File: src/hw/rtl/pats_pkg.sv
// Shared types and constants for the priority aging task scheduler.
`default_nettype none

package pats_pkg;

   typedef enum logic [2:0] {
      OP_ADD    = 3'd0,
      OP_REMOVE = 3'd1,
      OP_SETPRI = 3'd2,
      OP_SLEEP  = 3'd3,
      OP_TICK   = 3'd4,
      OP_PICK   = 3'd5
   } op_type;

   typedef enum logic [3:0] {
      ST_IDLE = 4'b0001,
      ST_SCAN = 4'b0010,
      ST_AGE  = 4'b0100,
      ST_POST = 4'b1000
   } state_type;

   localparam logic signed [6:0] PRIO_MAX    = 7'sd20;
   localparam logic signed [6:0] PRIO_MIN    = -7'sd20;
   localparam logic signed [8:0] LEVEL_FLOOR = -9'sd128;
   localparam logic [2:0]        AGING_STEP_RESET = 3'd1;

endpackage : pats_pkg

`default_nettype wire

File: src/hw/rtl/pats_if.sv
// Valid/ready channel interfaces for scheduler commands and results.
`default_nettype none

interface pats_req_if;
   logic              valid;
   logic              ready;
   logic [2:0]        op;
   logic [3:0]        slot;
   logic signed [6:0] priority_req;
   logic [15:0]       sleep_duration;

   modport source (output valid, op, slot, priority_req, sleep_duration, input ready);
   modport sink   (input valid, op, slot, priority_req, sleep_duration, output ready);
endinterface : pats_req_if

interface pats_rsp_if;
   logic       valid;
   logic       ready;
   logic [3:0] chosen_slot;
   logic       chosen_valid;
   logic       error;

   modport source (output valid, chosen_slot, chosen_valid, error, input ready);
   modport sink   (input valid, chosen_slot, chosen_valid, error, output ready);
endinterface : pats_rsp_if

`default_nettype wire

File: src/hw/rtl/priority_aging_task_scheduler_core.sv
// Top level: task slot table, pick sequencer and shared compare/age unit.
//
// Usage: commands arrive as words on req_ch (add, remove, set priority,
// sleep, tick, pick); every command yields exactly one word on rsp_ch
// carrying chosen_slot, chosen_valid and error. csr_wr_en/csr_wr_data
// write aging_step; write it only while no command is in flight.
// Sequencing: add, remove, set priority, sleep and tick update the table
// in the accept cycle and pass their result through the POST state to the
// output register. A pick walks the slot table twice through one
// compare/subtract unit, one slot per cycle: a wake-and-select pass and an
// age pass (the age pass is skipped when nothing is ready), then POST.
// Flow: one command at a time; req_ch.ready rises as the result is
// loaded into the output register. The next command is taken while a
// result still waits in the output register.
// Reset (synchronous, active high) clears all ready and sleep flags, the
// tick counter and the output valid flag, and sets aging_step to 1.
// Receiver stall: the result holds in the output register; at most one
// further command is accepted and its result waits until the word leaves.
`default_nettype none

module priority_aging_task_scheduler_core #(
   parameter int TASK_SLOTS = 16
) (
   input  wire        clock,
   input  wire        reset,
   pats_req_if.sink   req_ch,
   pats_rsp_if.source rsp_ch,
   input  wire        csr_wr_en,
   input  wire  [2:0] csr_wr_data
);
   import pats_pkg::*;

   localparam int               IDX_W     = $clog2(TASK_SLOTS);
   localparam logic [IDX_W-1:0] LAST_IDX  = IDX_W'(TASK_SLOTS - 1);
   localparam logic [6:0]       SLOTS_W7  = 7'(TASK_SLOTS);

   // slot table
   logic [TASK_SLOTS-1:0] ready_ff;
   logic [TASK_SLOTS-1:0] asleep_ff;
   logic [31:0]           wake_ff    [TASK_SLOTS];
   logic signed [5:0]     static_ff  [TASK_SLOTS];
   logic signed [7:0]     dynamic_ff [TASK_SLOTS];
   logic [31:0]           time_ff;
   logic [2:0]            aging_step_ff;

   // sequencer
   state_type         state_ff, state_in;
   logic [IDX_W-1:0]  idx_ff, idx_in;
   logic              best_valid_ff, best_valid_in;
   logic [IDX_W-1:0]  best_idx_ff, best_idx_in;
   logic signed [7:0] best_level_ff, best_level_in;

   // pending result and output register
   logic       res_valid_ff, res_error_ff;
   logic [3:0] res_slot_ff;
   logic       rsp_valid_ff, rsp_valid_in;
   logic [3:0] rsp_slot_ff;
   logic       rsp_chosen_ff, rsp_error_ff;

   logic              req_fire;
   op_type            req_op;
   logic [IDX_W-1:0]  slot_idx;
   logic              slot_ok, prio_ok;
   logic              out_free;

   logic              wake_hit, scan_ready;
   logic signed [7:0] dyn_rd;
   logic signed [8:0] age_diff;
   logic signed [7:0] age_level;
   logic signed [7:0] static_ext;

   assign req_ch.ready = (state_ff == ST_IDLE);
   assign req_fire     = req_ch.valid && req_ch.ready;
   assign req_op       = op_type'(req_ch.op);
   assign slot_idx     = IDX_W'(req_ch.slot);
   assign slot_ok      = {3'b000, req_ch.slot} < SLOTS_W7;
   assign prio_ok      = (req_ch.priority_req >= PRIO_MIN) &&
                         (req_ch.priority_req <= PRIO_MAX);
   assign out_free     = !rsp_valid_ff || rsp_ch.ready;

   // shared unit: wake compare, level compare, saturating age
   assign dyn_rd     = dynamic_ff[idx_ff];
   assign wake_hit   = asleep_ff[idx_ff] && (wake_ff[idx_ff] <= time_ff);
   assign scan_ready = ready_ff[idx_ff] || wake_hit;
   assign age_diff   = $signed({dyn_rd[7], dyn_rd}) - $signed({6'b000000, aging_step_ff});
   assign age_level  = (age_diff < LEVEL_FLOOR) ? LEVEL_FLOOR[7:0] : age_diff[7:0];
   assign static_ext = {{2{static_ff[idx_ff][5]}}, static_ff[idx_ff]};

   always_comb begin
      state_in      = state_ff;
      idx_in        = idx_ff;
      best_valid_in = best_valid_ff;
      best_idx_in   = best_idx_ff;
      best_level_in = best_level_ff;
      rsp_valid_in  = rsp_valid_ff && !rsp_ch.ready;
      unique case (state_ff)
         ST_IDLE: begin
            if (req_fire) begin
               idx_in        = '0;
               best_valid_in = 1'b0;
               state_in      = (req_op == OP_PICK) ? ST_SCAN : ST_POST;
            end
         end
         ST_SCAN: begin
            if (scan_ready && (!best_valid_ff || dyn_rd < best_level_ff)) begin
               best_valid_in = 1'b1;
               best_idx_in   = idx_ff;
               best_level_in = dyn_rd;
            end
            if (idx_ff == LAST_IDX) begin
               idx_in = '0;
               // skip aging when no slot is ready
               state_in = (best_valid_in) ? ST_AGE : ST_POST;
            end else begin
               idx_in = idx_ff + 1'b1;
            end
         end
         ST_AGE: begin
            if (idx_ff == LAST_IDX) begin
               idx_in   = '0;
               state_in = ST_POST;
            end else begin
               idx_in = idx_ff + 1'b1;
            end
         end
         ST_POST: begin
            if (out_free) begin
               rsp_valid_in = 1'b1;
               state_in     = ST_IDLE;
            end
         end
         default: state_in = ST_IDLE;
      endcase
   end

   always_ff @(posedge clock) begin
      if (reset) begin
         state_ff      <= ST_IDLE;
         idx_ff        <= '0;
         best_valid_ff <= 1'b0;
         rsp_valid_ff  <= 1'b0;
      end else begin
         state_ff      <= state_in;
         idx_ff        <= idx_in;
         best_valid_ff <= best_valid_in;
         rsp_valid_ff  <= rsp_valid_in;
      end
   end

   always_ff @(posedge clock) begin
      best_idx_ff   <= best_idx_in;
      best_level_ff <= best_level_in;
   end

   always_ff @(posedge clock) begin
      if (reset) begin
         aging_step_ff <= AGING_STEP_RESET;
      end else if (csr_wr_en) begin
         aging_step_ff <= csr_wr_data;
      end
   end

   // flags and tick counter
   always_ff @(posedge clock) begin
      if (reset) begin
         ready_ff  <= '0;
         asleep_ff <= '0;
         time_ff   <= '0;
      end else if (req_fire) begin
         unique case (req_op)
            OP_ADD: begin
               if (prio_ok && slot_ok) begin
                  ready_ff[slot_idx]  <= 1'b1;
                  asleep_ff[slot_idx] <= 1'b0;
               end
            end
            OP_REMOVE: begin
               if (slot_ok) begin
                  ready_ff[slot_idx]  <= 1'b0;
                  asleep_ff[slot_idx] <= 1'b0;
               end
            end
            OP_SLEEP: begin
               if (slot_ok && ready_ff[slot_idx]) begin
                  ready_ff[slot_idx]  <= 1'b0;
                  asleep_ff[slot_idx] <= 1'b1;
               end
            end
            OP_TICK: time_ff <= time_ff + 32'd1;
            default: ;
         endcase
      end else if (state_ff == ST_SCAN && wake_hit) begin
         // wake the sleeper
         ready_ff[idx_ff]  <= 1'b1;
         asleep_ff[idx_ff] <= 1'b0;
      end
   end

   // slot payload
   always_ff @(posedge clock) begin
      if (req_fire) begin
         if ((req_op == OP_ADD || req_op == OP_SETPRI) && prio_ok && slot_ok) begin
            static_ff[slot_idx]  <= req_ch.priority_req[5:0];
            dynamic_ff[slot_idx] <= {req_ch.priority_req[6], req_ch.priority_req};
         end
         if (req_op == OP_SLEEP && slot_ok && ready_ff[slot_idx]) begin
            wake_ff[slot_idx] <= time_ff + {16'h0000, req_ch.sleep_duration};
         end
      end else if (state_ff == ST_AGE) begin
         if (idx_ff == best_idx_ff) begin
            dynamic_ff[idx_ff] <= static_ext;
         end else if (ready_ff[idx_ff]) begin
            dynamic_ff[idx_ff] <= age_level;
         end
      end
   end

   // pending result
   always_ff @(posedge clock) begin
      if (req_fire) begin
         res_slot_ff  <= 4'h0;
         res_valid_ff <= 1'b0;
         res_error_ff <= (req_op == OP_ADD || req_op == OP_SETPRI) && !prio_ok;
      end else if (state_ff == ST_AGE && idx_ff == LAST_IDX) begin
         res_slot_ff  <= 4'(best_idx_ff);
         res_valid_ff <= 1'b1;
      end
   end

   always_ff @(posedge clock) begin
      if (state_ff == ST_POST && out_free) begin
         rsp_slot_ff   <= res_slot_ff;
         rsp_chosen_ff <= res_valid_ff;
         rsp_error_ff  <= res_error_ff;
      end
   end

   assign rsp_ch.valid        = rsp_valid_ff;
   assign rsp_ch.chosen_slot  = rsp_slot_ff;
   assign rsp_ch.chosen_valid = rsp_chosen_ff;
   assign rsp_ch.error        = rsp_error_ff;

`ifndef ASSERT_OFF
   a_state_onehot: assert property (@(posedge clock) disable iff (reset)
      $onehot(state_ff))
      else $error("sequencer state not one-hot");

   a_pick_scans: assert property (@(posedge clock) disable iff (reset)
      (req_fire && req_op == OP_PICK) |=> (state_ff == ST_SCAN && idx_ff == '0))
      else $error("pick did not start the table scan");

   a_age_has_best: assert property (@(posedge clock) disable iff (reset)
      (state_ff == ST_AGE) |-> (best_valid_ff && ready_ff[best_idx_ff]))
      else $error("age pass without a ready chosen slot");

   a_rsp_exclusive: assert property (@(posedge clock) disable iff (reset)
      rsp_valid_ff |-> !(rsp_chosen_ff && rsp_error_ff))
      else $error("result both chosen and in error");

   a_post_loads: assert property (@(posedge clock) disable iff (reset)
      (state_ff == ST_POST && out_free) |=> (rsp_valid_ff && state_ff == ST_IDLE))
      else $error("result not moved to output register");
`endif

endmodule : priority_aging_task_scheduler_core

`default_nettype wire
File: src/flat_wrapper.sv
// flat-port wrapper written by rule: the top's interface ports become plain ports
module priority_aging_task_scheduler_core_flat import pats_pkg::*;
#(
   parameter int TASK_SLOTS = 16
)
  (clock, reset, csr_wr_en, csr_wr_data, req_ch_valid, req_ch_op, req_ch_slot, req_ch_priority_req, req_ch_sleep_duration, req_ch_ready, rsp_ch_valid, rsp_ch_chosen_slot, rsp_ch_chosen_valid, rsp_ch_error, rsp_ch_ready);
  pats_req_if req_ch_i ();
  pats_rsp_if rsp_ch_i ();
  input  wire clock;
  input  wire reset;
  input  wire csr_wr_en;
  input  wire  [2:0] csr_wr_data;
  input wire logic [$bits(req_ch_i.valid)-1:0] req_ch_valid;
  input wire logic [$bits(req_ch_i.op)-1:0] req_ch_op;
  input wire logic [$bits(req_ch_i.slot)-1:0] req_ch_slot;
  input wire logic [$bits(req_ch_i.priority_req)-1:0] req_ch_priority_req;
  input wire logic [$bits(req_ch_i.sleep_duration)-1:0] req_ch_sleep_duration;
  output wire logic [$bits(req_ch_i.ready)-1:0] req_ch_ready;
  output wire logic [$bits(rsp_ch_i.valid)-1:0] rsp_ch_valid;
  output wire logic [$bits(rsp_ch_i.chosen_slot)-1:0] rsp_ch_chosen_slot;
  output wire logic [$bits(rsp_ch_i.chosen_valid)-1:0] rsp_ch_chosen_valid;
  output wire logic [$bits(rsp_ch_i.error)-1:0] rsp_ch_error;
  input wire logic [$bits(rsp_ch_i.ready)-1:0] rsp_ch_ready;
  assign req_ch_i.valid = req_ch_valid;
  assign req_ch_i.op = req_ch_op;
  assign req_ch_i.slot = req_ch_slot;
  assign req_ch_i.priority_req = req_ch_priority_req;
  assign req_ch_i.sleep_duration = req_ch_sleep_duration;
  assign req_ch_ready = req_ch_i.ready;
  assign rsp_ch_valid = rsp_ch_i.valid;
  assign rsp_ch_chosen_slot = rsp_ch_i.chosen_slot;
  assign rsp_ch_chosen_valid = rsp_ch_i.chosen_valid;
  assign rsp_ch_error = rsp_ch_i.error;
  assign rsp_ch_i.ready = rsp_ch_ready;
  priority_aging_task_scheduler_core #(.TASK_SLOTS(TASK_SLOTS)) u_core (.clock(clock), .reset(reset), .req_ch(req_ch_i), .rsp_ch(rsp_ch_i), .csr_wr_en(csr_wr_en), .csr_wr_data(csr_wr_data));
endmodule
File: config.mk
export PLATFORM = sky130hd
export DESIGN_NAME = priority_aging_task_scheduler_core_flat
export DESIGN_NICKNAME = d
export VERILOG_FILES = /design/src/hw/rtl/pats_pkg.sv /design/src/hw/rtl/pats_if.sv /design/src/hw/rtl/priority_aging_task_scheduler_core.sv /design/src/flat_wrapper.sv
export SDC_FILE = /design/constraint.sdc
export NUM_CORES = 1
export LEC_CHECK = 0
export BUFFER_PORTS_ARGS = -buffer_cell sky130_fd_sc_hd__clkbuf_2
export CAP_MARGIN = 20
export CORE_AREA = 10 10 244 246
export CTS_BUF_LIST = sky130_fd_sc_hd__clkbuf_4 sky130_fd_sc_hd__clkbuf_8
export DETAILED_ROUTE_END_ITERATION = 10
export DIE_AREA = 0 0 254 256
export GPL_TIMING_DRIVEN = 0
export HOLD_SLACK_MARGIN = 0.02
export MAX_ROUTING_LAYER = met4
export PLACE_DENSITY_LB_ADDON = 0.08
export SLEW_MARGIN = 25
export SYNTH_ARGS = -nofsm -noshare
export SYNTH_HDL_FRONTEND = slang
export SYNTH_SLANG_ARGS = --single-unit
File: constraint.sdc
create_clock -name clock -period 7.2 [get_ports clock]
set_clock_uncertainty 0.05 [all_clocks]
set_input_delay 1.08 -clock clock [delete_from_list [all_inputs] [get_ports clock]]
set_output_delay 1.08 -clock clock [all_outputs]
set_load 0.005 [all_outputs]
======== Word level (Yosys, flattened, before mapping) ========
Memory sizes are Yosys's and may differ from the RTL's. A register that Yosys moved wholly into a read port is not among the register bits.
Cells that the tools add are included.
storage, ports and cells
  logic and storage cells ................. 154
  bits of input ports ..................... 38
  memory bits (writable) .................. 736
  register bits ........................... 101
  output and inout port bits .............. 8
  memories ................................ 3
cells by class
  $add $sub $neg .......................... 4
  multiplexer cells ....................... 62
  $lt $le $gt $ge ......................... 9
  reduce and logical (&&, ||, !) cells .... 33
  bitwise gates (word level) .............. 9
  equal/unequal tests ..................... 18
memory list
  memory             depth  bits a word  rd ports  clocked after Yosys merged registers in  write ports  RTL line                                  text
  u_core.wake_ff     16     32           1         1                                        1            priority_aging_task_scheduler_core.sv:40  logic [31:0] wake_ff [TASK_SLOTS];
  u_core.dynamic_ff  16     8            1         1                                        1            priority_aging_task_scheduler_core.sv:42  logic signed [7:0] dynamic_ff [TASK_SLOTS];
  u_core.static_ff   16     6            1         1                                        1            priority_aging_task_scheduler_core.sv:41  logic signed [5:0] static_ff [TASK_SLOTS];
operator list
  operator                 number
  $mux W16                 8
  $pmux W16 S3             2
  $mux W4                  15
  $and A16 B16 Y16         3
  $or A16 B16 Y16          3
  $add A32 B1 Y32 const B  1
  $add A32 B16 Y32         1
  $le A32 B32 Y1           1
  $not A16 Y16             2
  $mux W1                  26
  $mux W8                  3
  $pmux W4 S4              1
  $logic_and A1 B1 Y1      13
  $bmux W1 S4              3
  $lt A4 B5 Y1 const B     2
  $lt A9 B8 Y1 const B     1
  $sub A8 B4 Y9            1
  $demux W1 S4             2
  $eq A4 B4 Y1 const B     2
  $ge A4 B1 Y1 const B     2
  $lt A8 B8 Y1             1
  $pmux W4 S2              1
  $reduce_and A2 Y1        4
  $reduce_and A4 Y1        2
  other kinds (22)         35

======== Logic depth before layout (Yosys ltp) ========
Gate-level depths: netlist (run 1).
  depth after elaboration ................. 10
  depth in mapped cells ................... 15
  gate-level depth less buffers ........... 12

======== Worst setup path after synthesis (run 1) ========
No wires, ideal clock.
  kind .................................... register -> register
  from .................................... reg with a tool-made name
  to ...................................... reg u_core.best_idx_ff[0], enable pin
  setup time .............................. 0.388 ns
  setup slack ............................. 2.080 ns
  clock period less this slack ............ 5.120 ns
  stages on the path, launching flop included .. 15
  arrival time ............................ 4.682 ns
  path buffers ............................ 4
  required time ........................... 6.762 ns
  cells stage by stage .................... dfxtp_1 -> buf_6 -> buf_2 -> buf_1 -> buf_2 -> mux4_2 -> mux4_2 -> ha_1 -> nand4_1 -> nor4_1 -> nand2_1 -> a22oi_1 -> a31oi_1 -> nand2b_1 -> a31oi_1
RTL lines
  item                    RTL line                                   text
  end signal: assignment  priority_aging_task_scheduler_core.sv:151  best_idx_ff <= best_idx_in;
  end: declaration        priority_aging_task_scheduler_core.sv:50   logic [IDX_W-1:0] best_idx_ff, best_idx_in;

==> flow_summary.json, run 1 <==
{
  "outcome": "completed",
  "postSynthRegisterBits": 841,
  "wl_per_cell_um": 29.1,
  "switching_share_pct": 21.1,
  "number_of_global_route_vias_before_repair": 19800,
  "cp.arrival_ps": 7350,
  "pwr_density_cell_nw_per_um2": 236,
  "yosys_most_used_dff": "sky130_fd_sc_hd__edfxtp_1",
  "slew_headroom_pct": 24.0,
  "htree_num_levels": 4,
  "leakage_nw": 12.5,
  "layout_worst_path_cycle_share_pct": 97.0,
  "fp.dieArea_um2": 65000,
  "crit_type": "reg -> reg",
  "detail_route.iter0.violations": 2094,
  "gp_congestion": 0.980,
  "clock_tree.buffer_depth": 3,
  "setup_viol": 0,
  "met2_usage_grt_pct": 44.2,
  "net_count_after_synthesis": 2040,
  "met1_demand_to_capacity_share_in_global_routing_pct": 35.6,
  "share_seq_of_total_power_pct": 56.1,
  "cts_tree": "built",
  "hold_viol_final": 0,
  "layout_common_cells": "755 x sky130_fd_sc_hd__edfxtp_1, 230 x sky130_fd_sc_hd__mux4_2, 142 x sky130_fd_sc_hd__clkbuf_8, 111 x sky130_fd_sc_hd__nor2_1, 94 x sky130_fd_sc_hd__a21oi_1",
  "ys_async_sr_fraction_pct": 0,
  "number_of_buffers_created_by_cts": 134,
  "use_met3_pct": 5.80,
  "power.ir.vdd_worst_mv": 0.190,
  "ports": 46,
  "utilization_pct": 73.2,
  "synth.avg_cell_area_um2": 18.1,
  "layout_min_cycle_time_ps": 6990,
  "grt_setup_unrepaired": "no",
  "clkLatencyLatePin_ps": 800,
  "endpoint_type_of_the_worst_setup_path": "flop",
  "grt_usage_pct": 28.0,
  "via_count": 19500,
  "synthDominantCellAreaShare_pct": 64.7,
  "num-nets-final": 2249,
  "internal-power_mw": 7.45,
  "worstPathMaxFanout": 12,
  "synth_edf_count": 755,
  "sequential_cell_area_fraction_in_the_yosys_report_pct": 69.6,
  "timing.final.max_slew_violations": 0,
  "layout-drive-gt1-share_pct": 28.7,
  "critical_path.startpoint_type": "flop",
  "yosys.area.top_type": "sky130_fd_sc_hd__edfxtp_1",
  "count_of_cell_types_in_the_netlist": 64,
  "routed_via_density": 6.58,
  "share_comb_of_total_power_pct": 1.9,
  "drt_drc_violations_left": 0,
  "areaGrowthSynthToFinish_pct": 14.2,
  "holdCritPathClass": "reg -> reg",
  "data_required_time_at_the_worst_endpoint_ps": 7560,
  "power.switching_mw": 2.00,
  "dr.pass1.iters": 8,
  "route.final.wire_length_um": 86200,
  "post_synth_inst_count": 1937,
  "timing.max_cap.violations": 0,
  "grt_most_used_layer": "met2",
  "detail-route-antenna-nets": 0,
  "clock-root-buffer": "sky130_fd_sc_hd__clkbuf_8",
  "die_h_um": 256,
  "yosys-top-cells-area": "sky130_fd_sc_hd__edfxtp_1 65%, sky130_fd_sc_hd__mux4_2 15%, sky130_fd_sc_hd__dfxtp_1 4.9%",
  "die_width_um": 254,
  "final_common_cell": "sky130_fd_sc_hd__edfxtp_1",
  "initial_antenna_violation_count": 2,
  "cts.clk_slew.worst_paths_ps": 70,
  "grt_pass1_wl_um": 128000,
  "timing.fmax_ghz": 0.143,
  "measured_slew_at_the_worst_slew_check_pin_ps": 1140,
  "yosys_warnings": 0,
  "placeableCoreArea_um2": 54700,
  "io_buffer_count": 40,
  "globalRouteOverflowTotal": 0,
  "timing.hold.ws_ps": 380,
  "mappedNetlistArea_um2": 35100,
  "initial_util_pct": 64.1,
  "grt_max_degree": 20,
  "share_clk_of_total_power_pct": 42.0,
  "cts.sinks": 841,
  "dp.final_hpwl_um": 57800,
  "fp-row-count": 86
}
## synthesized netlist by cell type (all sizes together), types with 3 or more instances
library cell,n
a32oi,4
a21o,10
and2,4
a21oi,100
xnor2,51
nor2b,16
nor4,9
nor4b,4
a221o,3
o21ai,23
mux2i,13
nand2b,9
o21a,10
nand2,70
and3,10
a31oi,23
nand4,21
o221a,16
buf,46
nand3,41
dfxtp,86
clkbuf,42
edfxtp,755
ha,63
or3,14
a22oi,6
nand3b,3
or2,3
inv,55
a211oi,3
nor2,133
o311ai,4
nor3,16
o211ai,3
mux4,239
xor2,8
## flip-flops by register name, summed over array words and instances, names as in the netlist, named ones only
| register | flops |
|---|---|
| u_core.aging_step_ff | 3 |
| u_core.best_idx_ff | 4 |
| u_core.best_level_ff | 8 |
| u_core.best_valid_ff | 1 |
| u_core.dynamic_ff | 128 |
| u_core.idx_ff | 4 |
| u_core.res_error_ff | 1 |
| u_core.res_slot_ff | 4 |
| u_core.res_valid_ff | 1 |
| u_core.rsp_ch.chosen_slot | 4 |
| u_core.rsp_ch.chosen_valid | 1 |
| u_core.rsp_ch.error | 1 |
| u_core.rsp_ch.valid | 1 |
| u_core.state_ff | 4 |
| u_core.static_ff | 96 |
| u_core.time_ff | 32 |
| u_core.wake_ff | 512 |
## final timing paths
kind                                          start                     to  slack [ps]  depth (start not counted)
worst max-delay path                           flop  u_core.best_idx_ff[1]         210                         14
worst min-delay path            u_core.res_error_ff    u_core.rsp_ch.error         380                          0
worst max register to register                 flop  u_core.best_idx_ff[1]         210                         14
worst min register to register  u_core.res_error_ff    u_core.rsp_ch.error         380                          0
## metrics by stage
step | setup slack, ps | total power, mW | instance area [µm²] | instances | setup TNS (ps)
2_1_floorplan | 2080 | 5.50 | 35100 | 1937 | 0
3_3_place_gp | -661 | 5.56 | 36100 | 2681 | -7920
3_5_place_dp | -295 | 5.57 | 37200 | 2714 | -3540
4_1_cts | 164 | 9.50 | 39800 | 2957 | 0
5_1_grt | 71.5 | 9.75 | 40000 | 2959 | 0
6_report | 213 | 9.45 | 40000 | 2959 | 0
## worst max-delay path, stage by stage, from the launching register on
cell and delay (ps):
sky130_fd_sc_hd__dfxtp_1 450, sky130_fd_sc_hd__buf_2 310, sky130_fd_sc_hd__buf_2 400, sky130_fd_sc_hd__clkbuf_1 560
sky130_fd_sc_hd__clkbuf_1 810, sky130_fd_sc_hd__mux4_2 430, sky130_fd_sc_hd__mux4_2 510, sky130_fd_sc_hd__ha_1 320
sky130_fd_sc_hd__a21oi_1 140, sky130_fd_sc_hd__o21ai_0 160, sky130_fd_sc_hd__a221o_1 360, sky130_fd_sc_hd__o31ai_1 720
sky130_fd_sc_hd__a31oi_1 370, sky130_fd_sc_hd__nand2b_1 300, sky130_fd_sc_hd__a31oi_2 710
## power by group through the flow
stage / clock network, mW / registers, mW / logic, mW
4_1_cts: 4.03 / 5.30 / 0.172
5_1_grt: 4.26 / 5.29 / 0.192
2_1_floorplan: 0 / 5.40 / 0.0971
3_3_place_gp: 0 / 5.40 / 0.163
3_5_place_dp: 0 / 5.40 / 0.172
6_report: 3.97 / 5.30 / 0.177
## cell families (layout without fill, tap and decap cells)
logic type	count (synthesis)	in the layout	synth area share, %
adder cells (fa/ha/maj)	65	65	2.36
XOR/XNOR	59	59	1.47
AND/OR/NAND/NOR	360	360	5.01
flip-flops	841	841	69.6
other	0	2	0
multiplexers	254	254	15.9
AO/OA/AOI/OAI	214	214	3.96
buffers and inverters	144	460	1.72
## area by class of cell
cell class	count	area (µm²)
sequential	841	24400
antenna	2	5.00
clock inverter	56	324
buffer	88	409
clock buffer	187	2290
tap	704	881
timing repair buffer	73	1060
fill	3291	14600
multi-input combinational	952	10500
inverter	56	210
## layer usage
metal  routed length, µm  vias to the layer above
li1                    -                     8306
met1               33200                    10100
met2               43600                      884
met3                6480                      161
met4                2940                        0
met5                   0                        -
## timing repair
item,in CTS,in global routing
buffers inserted,0,0
resized for setup,3,8
hold buffers,0,0
endpoints found under the setup margin,12,12
Note: power is estimated with default switching activity, not from simulation.
==> inputs of run 2 (changes only) <==
--- a/config.mk
+++ b/config.mk
@@ -7,13 +7,12 @@
 export LEC_CHECK = 0
 export BUFFER_PORTS_ARGS = -buffer_cell sky130_fd_sc_hd__clkbuf_2
 export CAP_MARGIN = 20
-export CORE_AREA = 10 10 244 246
+export CORE_AREA = 10 10 208 288
 export CTS_BUF_LIST = sky130_fd_sc_hd__clkbuf_4 sky130_fd_sc_hd__clkbuf_8
 export DETAILED_ROUTE_END_ITERATION = 10
-export DIE_AREA = 0 0 254 256
+export DIE_AREA = 0 0 218 298
 export GPL_TIMING_DRIVEN = 0
 export HOLD_SLACK_MARGIN = 0.02
-export MAX_ROUTING_LAYER = met4
 export PLACE_DENSITY_LB_ADDON = 0.08
 export SLEW_MARGIN = 25
 export SYNTH_ARGS = -nofsm -noshare
==> run 2 against run 1 <==
Count of clock-buffer cells in the layout down 14. Register-to-register slack is essentially flat. Sequential power hardly changed. Routed wire length up 1.4%. Combinational power about the same. Clock power is 7.3% lower. Sequential cell count unchanged. Cell area is 0.89% lower. Critical path depth stayed put.
==> flow_summary.json, run 2 (synthesis results as in run 1) <==
{
  "fp-row-count": 101,
  "cts_tree": "built",
  "worst_r2r_path_depth": 14,
  "internal-power_mw": 7.29,
  "die_width_um": 218,
  "globalRouteOverflowTotal": 0,
  "data_required_time_at_the_worst_endpoint_ps": 7490,
  "outcome": "completed",
  "power.switching_mw": 1.86,
  "cp.arrival_ps": 7290,
  "final_common_cell": "sky130_fd_sc_hd__edfxtp_1",
  "num-nets-final": 2229,
  "setup_viol": 0,
  "initial_antenna_violation_count": 1,
  "via_count": 19400,
  "share_comb_of_total_power_pct": 1.9,
  "cts.clk_slew.worst_paths_ps": 60,
  "detail-route-antenna-nets": 0,
  "fin_tns_setup_ps": 0,
  "cts.sinks": 841,
  "dr.pass1.iters": 5,
  "place_inst": 2730,
  "nFillCells": 3270,
  "power.ir.vdd_worst_mv": 0.201,
  "worstPathMaxFanout": 12,
  "share_seq_of_total_power_pct": 57.9,
  "placeableCoreArea_um2": 54300,
  "layout_min_cycle_time_ps": 7000,
  "route.final.wire_length_um": 87400,
  "detail_route.iter0.violations": 1854,
  "switching_share_pct": 20.4,
  "timing.fmax_ghz": 0.143,
  "leakage_nw": 12.3,
  "htree_num_levels": 3,
  "dr_wl_met3_um": 5780,
  "grt_max_degree": 20,
  "initial_util_pct": 64.5,
  "critical_path.reg2reg.endpoint": "u_core.best_idx_ff[1]",
  "final_worst_setup_slack_ps": 200,
  "detail_route.wirelength.met1_um": 30900,
  "critical_path.startpoint_type": "flop",
  "share_clk_of_total_power_pct": 40.2,
  "routed_via_density": 6.60,
  "hold_viol_final": 0,
  "grt_setup_unrepaired": "no",
  "clock-root-buffer": "sky130_fd_sc_hd__clkbuf_8",
  "grt_usage_pct": 27.3,
  "post_cts.repair.setup_buffers": 0,
  "timing.critical_path.to": "u_core.best_idx_ff[1]",
  "multi_input_area_um2": 10400,
  "total_power_mw": 9.15,
  "timing.final.max_slew_violations": 0,
  "crit_type": "reg -> reg",
  "layout_common_cells": "755 x sky130_fd_sc_hd__edfxtp_1, 230 x sky130_fd_sc_hd__mux4_2, 125 x sky130_fd_sc_hd__clkbuf_8, 111 x sky130_fd_sc_hd__nor2_1, 96 x sky130_fd_sc_hd__a21oi_1",
  "areaGrowthSynthToFinish_pct": 13.2,
  "pwr_density_cell_nw_per_um2": 231,
  "highest-signal-layer": "met4",
  "dpl-instance-area_um2": 37100,
  "layout_worst_path_cycle_share_pct": 97.2,
  "gp_congestion": 0.976,
  "postCtsHoldBufs": 0,
  "grt_pass1_wl_um": 129000,
  "fin_area_um2": 39700,
  "wl_met2_um": 46500,
  "io_buffer_count": 40,
  "largest_registers": "u_core.wake_ff (512), u_core.dynamic_ff (128), u_core.static_ff (96)",
  "reg2reg_slack_ps": 200,
  "measured_slew_at_the_worst_slew_check_pin_ps": 1130,
  "clkLatencyLatePin_ps": 740,
  "regMostFlops": "u_core.wake_ff",
  "largest_register_ffs": 512,
  "number_of_global_route_vias_before_repair": 20000,
  "pre_cts_slack_ps": -354,
  "utilization_pct": 73.0,
  "slew_headroom_pct": 23.9,
  "die_h_um": 298,
  "wl_per_cell_um": 29.7,
  "holdCritPathClass": "reg -> reg",
  "clock_tree.buffer_depth": 3,
  "timing.hold.ws_ps": 368,
  "drt_drc_violations_left": 0,
  "number_of_buffers_created_by_cts": 114,
  "ports": 46,
  "fp.dieArea_um2": 65000,
  "seqCellArea_um2": 24400,
  "dp.final_hpwl_um": 59500,
  "layout-drive-gt1-share_pct": 28.2,
  "timing.max_cap.violations": 0,
  "endpoint_type_of_the_worst_setup_path": "flop",
  "finished_layout_cells": 2941
}
==> run 2: routing by layer <==
metal | global-route usage [%] | up-vias
met5 | 0 | -
met4 | 13.6 | 0
met3 | 4.06 | 210
met2 | 47.4 | 890
met1 | 32.6 | 10100
li1 | - | 8237
==> run 2: cell type report <==
cell class / instances / area share (%)
plain buffers: 88 / 1.03
multi-input cells: 952 / 26.3
inverters: 56 / 0.530
repair buffers: 73 / 2.48
diodes: 2 / 0.0126
clock inverters: 35 / 0.631
flip-flops and latches: 841 / 61.5
well taps: 721 / 2.27
clock buffers: 173 / 5.24
==> run 2: worst max-delay path: stages (launching register included) <==
cell	delay, ps
sky130_fd_sc_hd__dfxtp_1	450
sky130_fd_sc_hd__buf_2	290
sky130_fd_sc_hd__buf_2	380
sky130_fd_sc_hd__clkbuf_1	550
sky130_fd_sc_hd__clkbuf_1	800
sky130_fd_sc_hd__mux4_2	420
sky130_fd_sc_hd__mux4_2	500
sky130_fd_sc_hd__ha_1	330
sky130_fd_sc_hd__a21oi_1	140
sky130_fd_sc_hd__o21ai_0	130
sky130_fd_sc_hd__a221o_1	340
sky130_fd_sc_hd__o31ai_1	900
sky130_fd_sc_hd__a31oi_1	300
sky130_fd_sc_hd__nand2b_1	290
sky130_fd_sc_hd__a31oi_2	720
==> run 2: power groups by stage <==
stage,clock [mW],sequential [mW],combinational [mW]
2_1_floorplan,0,5.40,0.0971
3_3_place_gp,0,5.40,0.163
3_5_place_dp,0,5.40,0.172
4_1_cts,3.71,5.30,0.172
5_1_grt,3.93,5.29,0.192
6_report,3.68,5.30,0.177
==> run 2: worst min-delay path by stage <==
| stage | startpoint | endpoint | slack [ps] | cells past startpoint |
|---|---|---|---|---|
| final | u_core.res_error_ff | u_core.rsp_ch.error | 370 | 0 |
| after global routing | u_core.res_valid_ff | u_core.rsp_ch.chosen_valid | 400 | 0 |
| after CTS | u_core.res_error_ff | u_core.rsp_ch.error | 370 | 0 |
| after detailed placement | u_core.res_error_ff | u_core.rsp_ch.error | 350 | 0 |
| after global placement | u_core.res_error_ff | u_core.rsp_ch.error | 360 | 0 |
| after floorplan | u_core.res_error_ff | u_core.rsp_ch.error | 350 | 0 |
==> run 2: what timing repair did <==
action                     4_1_cts  5_1_grt
resized for setup                3        1
pin swaps                        0        0
setup endpoints to repair       12       12
==> inputs of run 3 (changes only) <==
--- a/config.mk
+++ b/config.mk
@@ -7,10 +7,10 @@
 export LEC_CHECK = 0
 export BUFFER_PORTS_ARGS = -buffer_cell sky130_fd_sc_hd__clkbuf_2
 export CAP_MARGIN = 20
-export CORE_AREA = 10 10 208 288
+export CORE_AREA = 10 10 294 296
 export CTS_BUF_LIST = sky130_fd_sc_hd__clkbuf_4 sky130_fd_sc_hd__clkbuf_8
 export DETAILED_ROUTE_END_ITERATION = 10
-export DIE_AREA = 0 0 218 298
+export DIE_AREA = 0 0 304 306
 export GPL_TIMING_DRIVEN = 0
 export HOLD_SLACK_MARGIN = 0.02
 export PLACE_DENSITY_LB_ADDON = 0.08
==> run 3 against run 2 <==
Total power up 6.4%. Critical path type unchanged. Largest cell class unchanged. Worst setup slack better by 210 ps. Non-clock buffer count up 6.
==> flow_summary.json, run 3 (synthesis results as in run 1) <==
{
  "critical_path.startpoint_type": "flop",
  "crit_chain": "buf_2 > buf_2 > clkbuf_1 > clkbuf_1 > mux4_2 > mux4_2 > ha_1 > nand4_1 > nor4_2 > a21oi_1 > a22oi_1 > a31oi_1 > nand2b_1 > a31oi_2 > buf_6",
  "reg2reg_slack_ps": 410,
  "holdCritStartpoint": "u_core.res_error_ff",
  "worst_path_max_delay_cell": "sky130_fd_sc_hd__clkbuf_1",
  "worst_hold_path.endpoint": "u_core.rsp_ch.error",
  "largest_register_ffs": 512,
  "critical_path.max_stage_delay_ps": 700,
  "drt_drc_violations_left": 0,
  "cts_tree": "built",
  "areaGrowthSynthToFinish_pct": 16.5,
  "grt_pass1_wl_um": 136000,
  "total_power_mw": 9.74,
  "cp.arrival_ps": 7240,
  "dpl-instance-area_um2": 37800,
  "final_common_cell": "sky130_fd_sc_hd__edfxtp_1",
  "hold_viol_final": 0,
  "htree_num_levels": 4,
  "worst_hold_path.num_cells": 0,
  "grt_max_degree": 20,
  "largest_registers": "u_core.wake_ff (512), u_core.dynamic_ff (128), u_core.static_ff (96)",
  "dr.pass1.iters": 5,
  "placeableCoreArea_um2": 80300,
  "critical_path.reg2reg.endpoint": "u_core.best_level_ff[1]",
  "number_of_buffers_created_by_cts": 146,
  "final_worst_setup_slack_ps": 409,
  "outcome": "completed",
  "share_clk_of_total_power_pct": 43.7,
  "globalRouteOverflowTotal": 0,
  "ports": 46,
  "worst_r2r_path_depth": 15,
  "layout_min_cycle_time_ps": 6790,
  "data_required_time_at_the_worst_endpoint_ps": 7640,
  "initial_util_pct": 43.7,
  "wl_per_cell_um": 27.9,
  "fin_area_um2": 40900,
  "power.switching_mw": 2.07,
  "io_buffer_count": 40,
  "cts.sinks": 841,
  "detail-route-antenna-nets": 0,
  "timing.fmax_ghz": 0.147,
  "nFillCells": 6605,
  "share_comb_of_total_power_pct": 1.8,
  "die_h_um": 306,
  "gp_congestion": 0.875,
  "route.final.wire_length_um": 92800,
  "fp.dieArea_um2": 93000,
  "layout_worst_path_cycle_share_pct": 94.3,
  "path_delay_family": "buffers and inverters",
  "slew_headroom_pct": 28.0,
  "grt_usage_pct": 19.9,
  "leakage_nw": 12.7,
  "worstPathMaxFanout": 10,
  "grt_setup_unrepaired": "no",
  "endpoint_type_of_the_worst_setup_path": "flop",
  "number_of_global_route_vias_before_repair": 20000,
  "timing.critical_path.buf_inv": 5,
  "pre_cts_slack_ps": -145,
  "regMostFlops": "u_core.wake_ff",
  "setup_viol": 0,
  "measured_slew_at_the_worst_slew_check_pin_ps": 1080,
  "via_count": 19200,
  "share_seq_of_total_power_pct": 54.4,
  "clock_tree.buffer_depth": 3,
  "clkLatencyLatePin_ps": 810,
  "timing.max_cap.violations": 0,
  "routed_via_density": 5.77,
  "layout_common_cells": "755 x sky130_fd_sc_hd__edfxtp_1, 230 x sky130_fd_sc_hd__mux4_2, 150 x sky130_fd_sc_hd__clkbuf_8, 102 x sky130_fd_sc_hd__nor2_1, 94 x sky130_fd_sc_hd__a21oi_1",
  "power.ir.vdd_worst_mv": 0.158,
  "switching_share_pct": 21.3,
  "cts.clk_slew.worst_paths_ps": 60,
  "num-nets-final": 2267,
  "timing.final.max_slew_violations": 0,
  "fp-row-count": 104,
  "post_cts.repair.setup_buffers": 0,
  "pwr_density_cell_nw_per_um2": 238,
  "internal-power_mw": 7.67,
  "holdCritPathClass": "reg -> reg",
  "crit_type": "reg -> reg",
  "postCtsHoldBufs": 0,
  "initial_antenna_violation_count": 4,
  "die_width_um": 304,
  "layout-drive-gt1-share_pct": 30.1,
  "clock-root-buffer": "sky130_fd_sc_hd__clkbuf_8",
  "detail_route.iter0.violations": 1535,
  "dp.final_hpwl_um": 63200
}
[run 3: cell count changes in the layout (fill, tap and decap cells not counted), moves of 4 or more]
cell,previous run,this run
sky130_fd_sc_hd__clkbuf_8,125,150
sky130_fd_sc_hd__buf_16,18,29
sky130_fd_sc_hd__clkinv_1,21,31
sky130_fd_sc_hd__nor2_1,111,102
sky130_fd_sc_hd__nor2_2,6,15
sky130_fd_sc_hd__buf_12,15,10
sky130_fd_sc_hd__clkbuf_4,49,45
sky130_fd_sc_hd__clkinv_2,5,9
sky130_fd_sc_hd__inv_8,1,5
[run 3: how the worst max path moves through the flow]
stage                     from                      end  slack (ps)  depth (start not counted)
after global routing      flop  u_core.best_level_ff[1]          50                         15
after floorplan           flop    u_core.best_idx_ff[0]        2080                         14
after global placement    flop  u_core.best_level_ff[2]       -1050                         14
after detailed placement  flop  u_core.best_level_ff[5]        -140                         15
after CTS                 flop  u_core.best_level_ff[1]         190                         15
final                     flop  u_core.best_level_ff[1]         410                         15
[run 3: area by class of cell]
cell class | instances | area [µm²] | area share [%]
clock buffers | 195 | 2400 | 5.88
plain buffers | 88 | 414 | 1.01
flip-flops and latches | 841 | 24400 | 59.7
well taps | 1060 | 1330 | 3.25
multi-input cells | 952 | 10500 | 25.7
inverters | 56 | 210 | 0.515
repair buffers | 79 | 1190 | 2.91
diodes | 2 | 5.00 | 0.0123
clock inverters | 58 | 430 | 1.05
[run 3: metal layers]
layer | part of all wire (%) | routed length (µm) | vias up | global-route usage, %
met5 | 0 | 0 | - | 0
met4 | 3.4 | 3200 | 0 | 8.24
met3 | 5.3 | 4960 | 176 | 3.99
met2 | 50 | 46100 | 566 | 33.1
met1 | 42 | 38500 | 10100 | 25.3
li1 | - | - | 8336 | -
[run 3: stage by stage]
stage / hold slack [ps] / TNS, ps / instances / utilization (%)
finish: 369 / 0 / 3331 / 50.9
global route: 375 / 0 / 3331 / 50.9
CTS: 371 / 0 / 3329 / 50.7
detailed placement: 371 / -1150 / 3076 / 47.1
global placement: 370 / -12630 / 3037 / 45.6
floorplan: 350 / 0 / 1937 / -
[run 3: repair_timing]
item,in CTS,in global routing
resized for setup,5,0
setup endpoints to repair,12,0
hold endpoints to repair,0,0
[run 3: power groups by stage]
| stage | combinational (mW) | sequential, mW | clock, mW |
|---|---|---|---|
| after floorplan | 0.0971 | 5.40 | 0 |
| after global placement | 0.167 | 5.40 | 0 |
| after detailed placement | 0.177 | 5.40 | 0 |
| after CTS | 0.178 | 5.30 | 4.38 |
| after global routing | 0.196 | 5.30 | 4.60 |
| final | 0.179 | 5.30 | 4.26 |
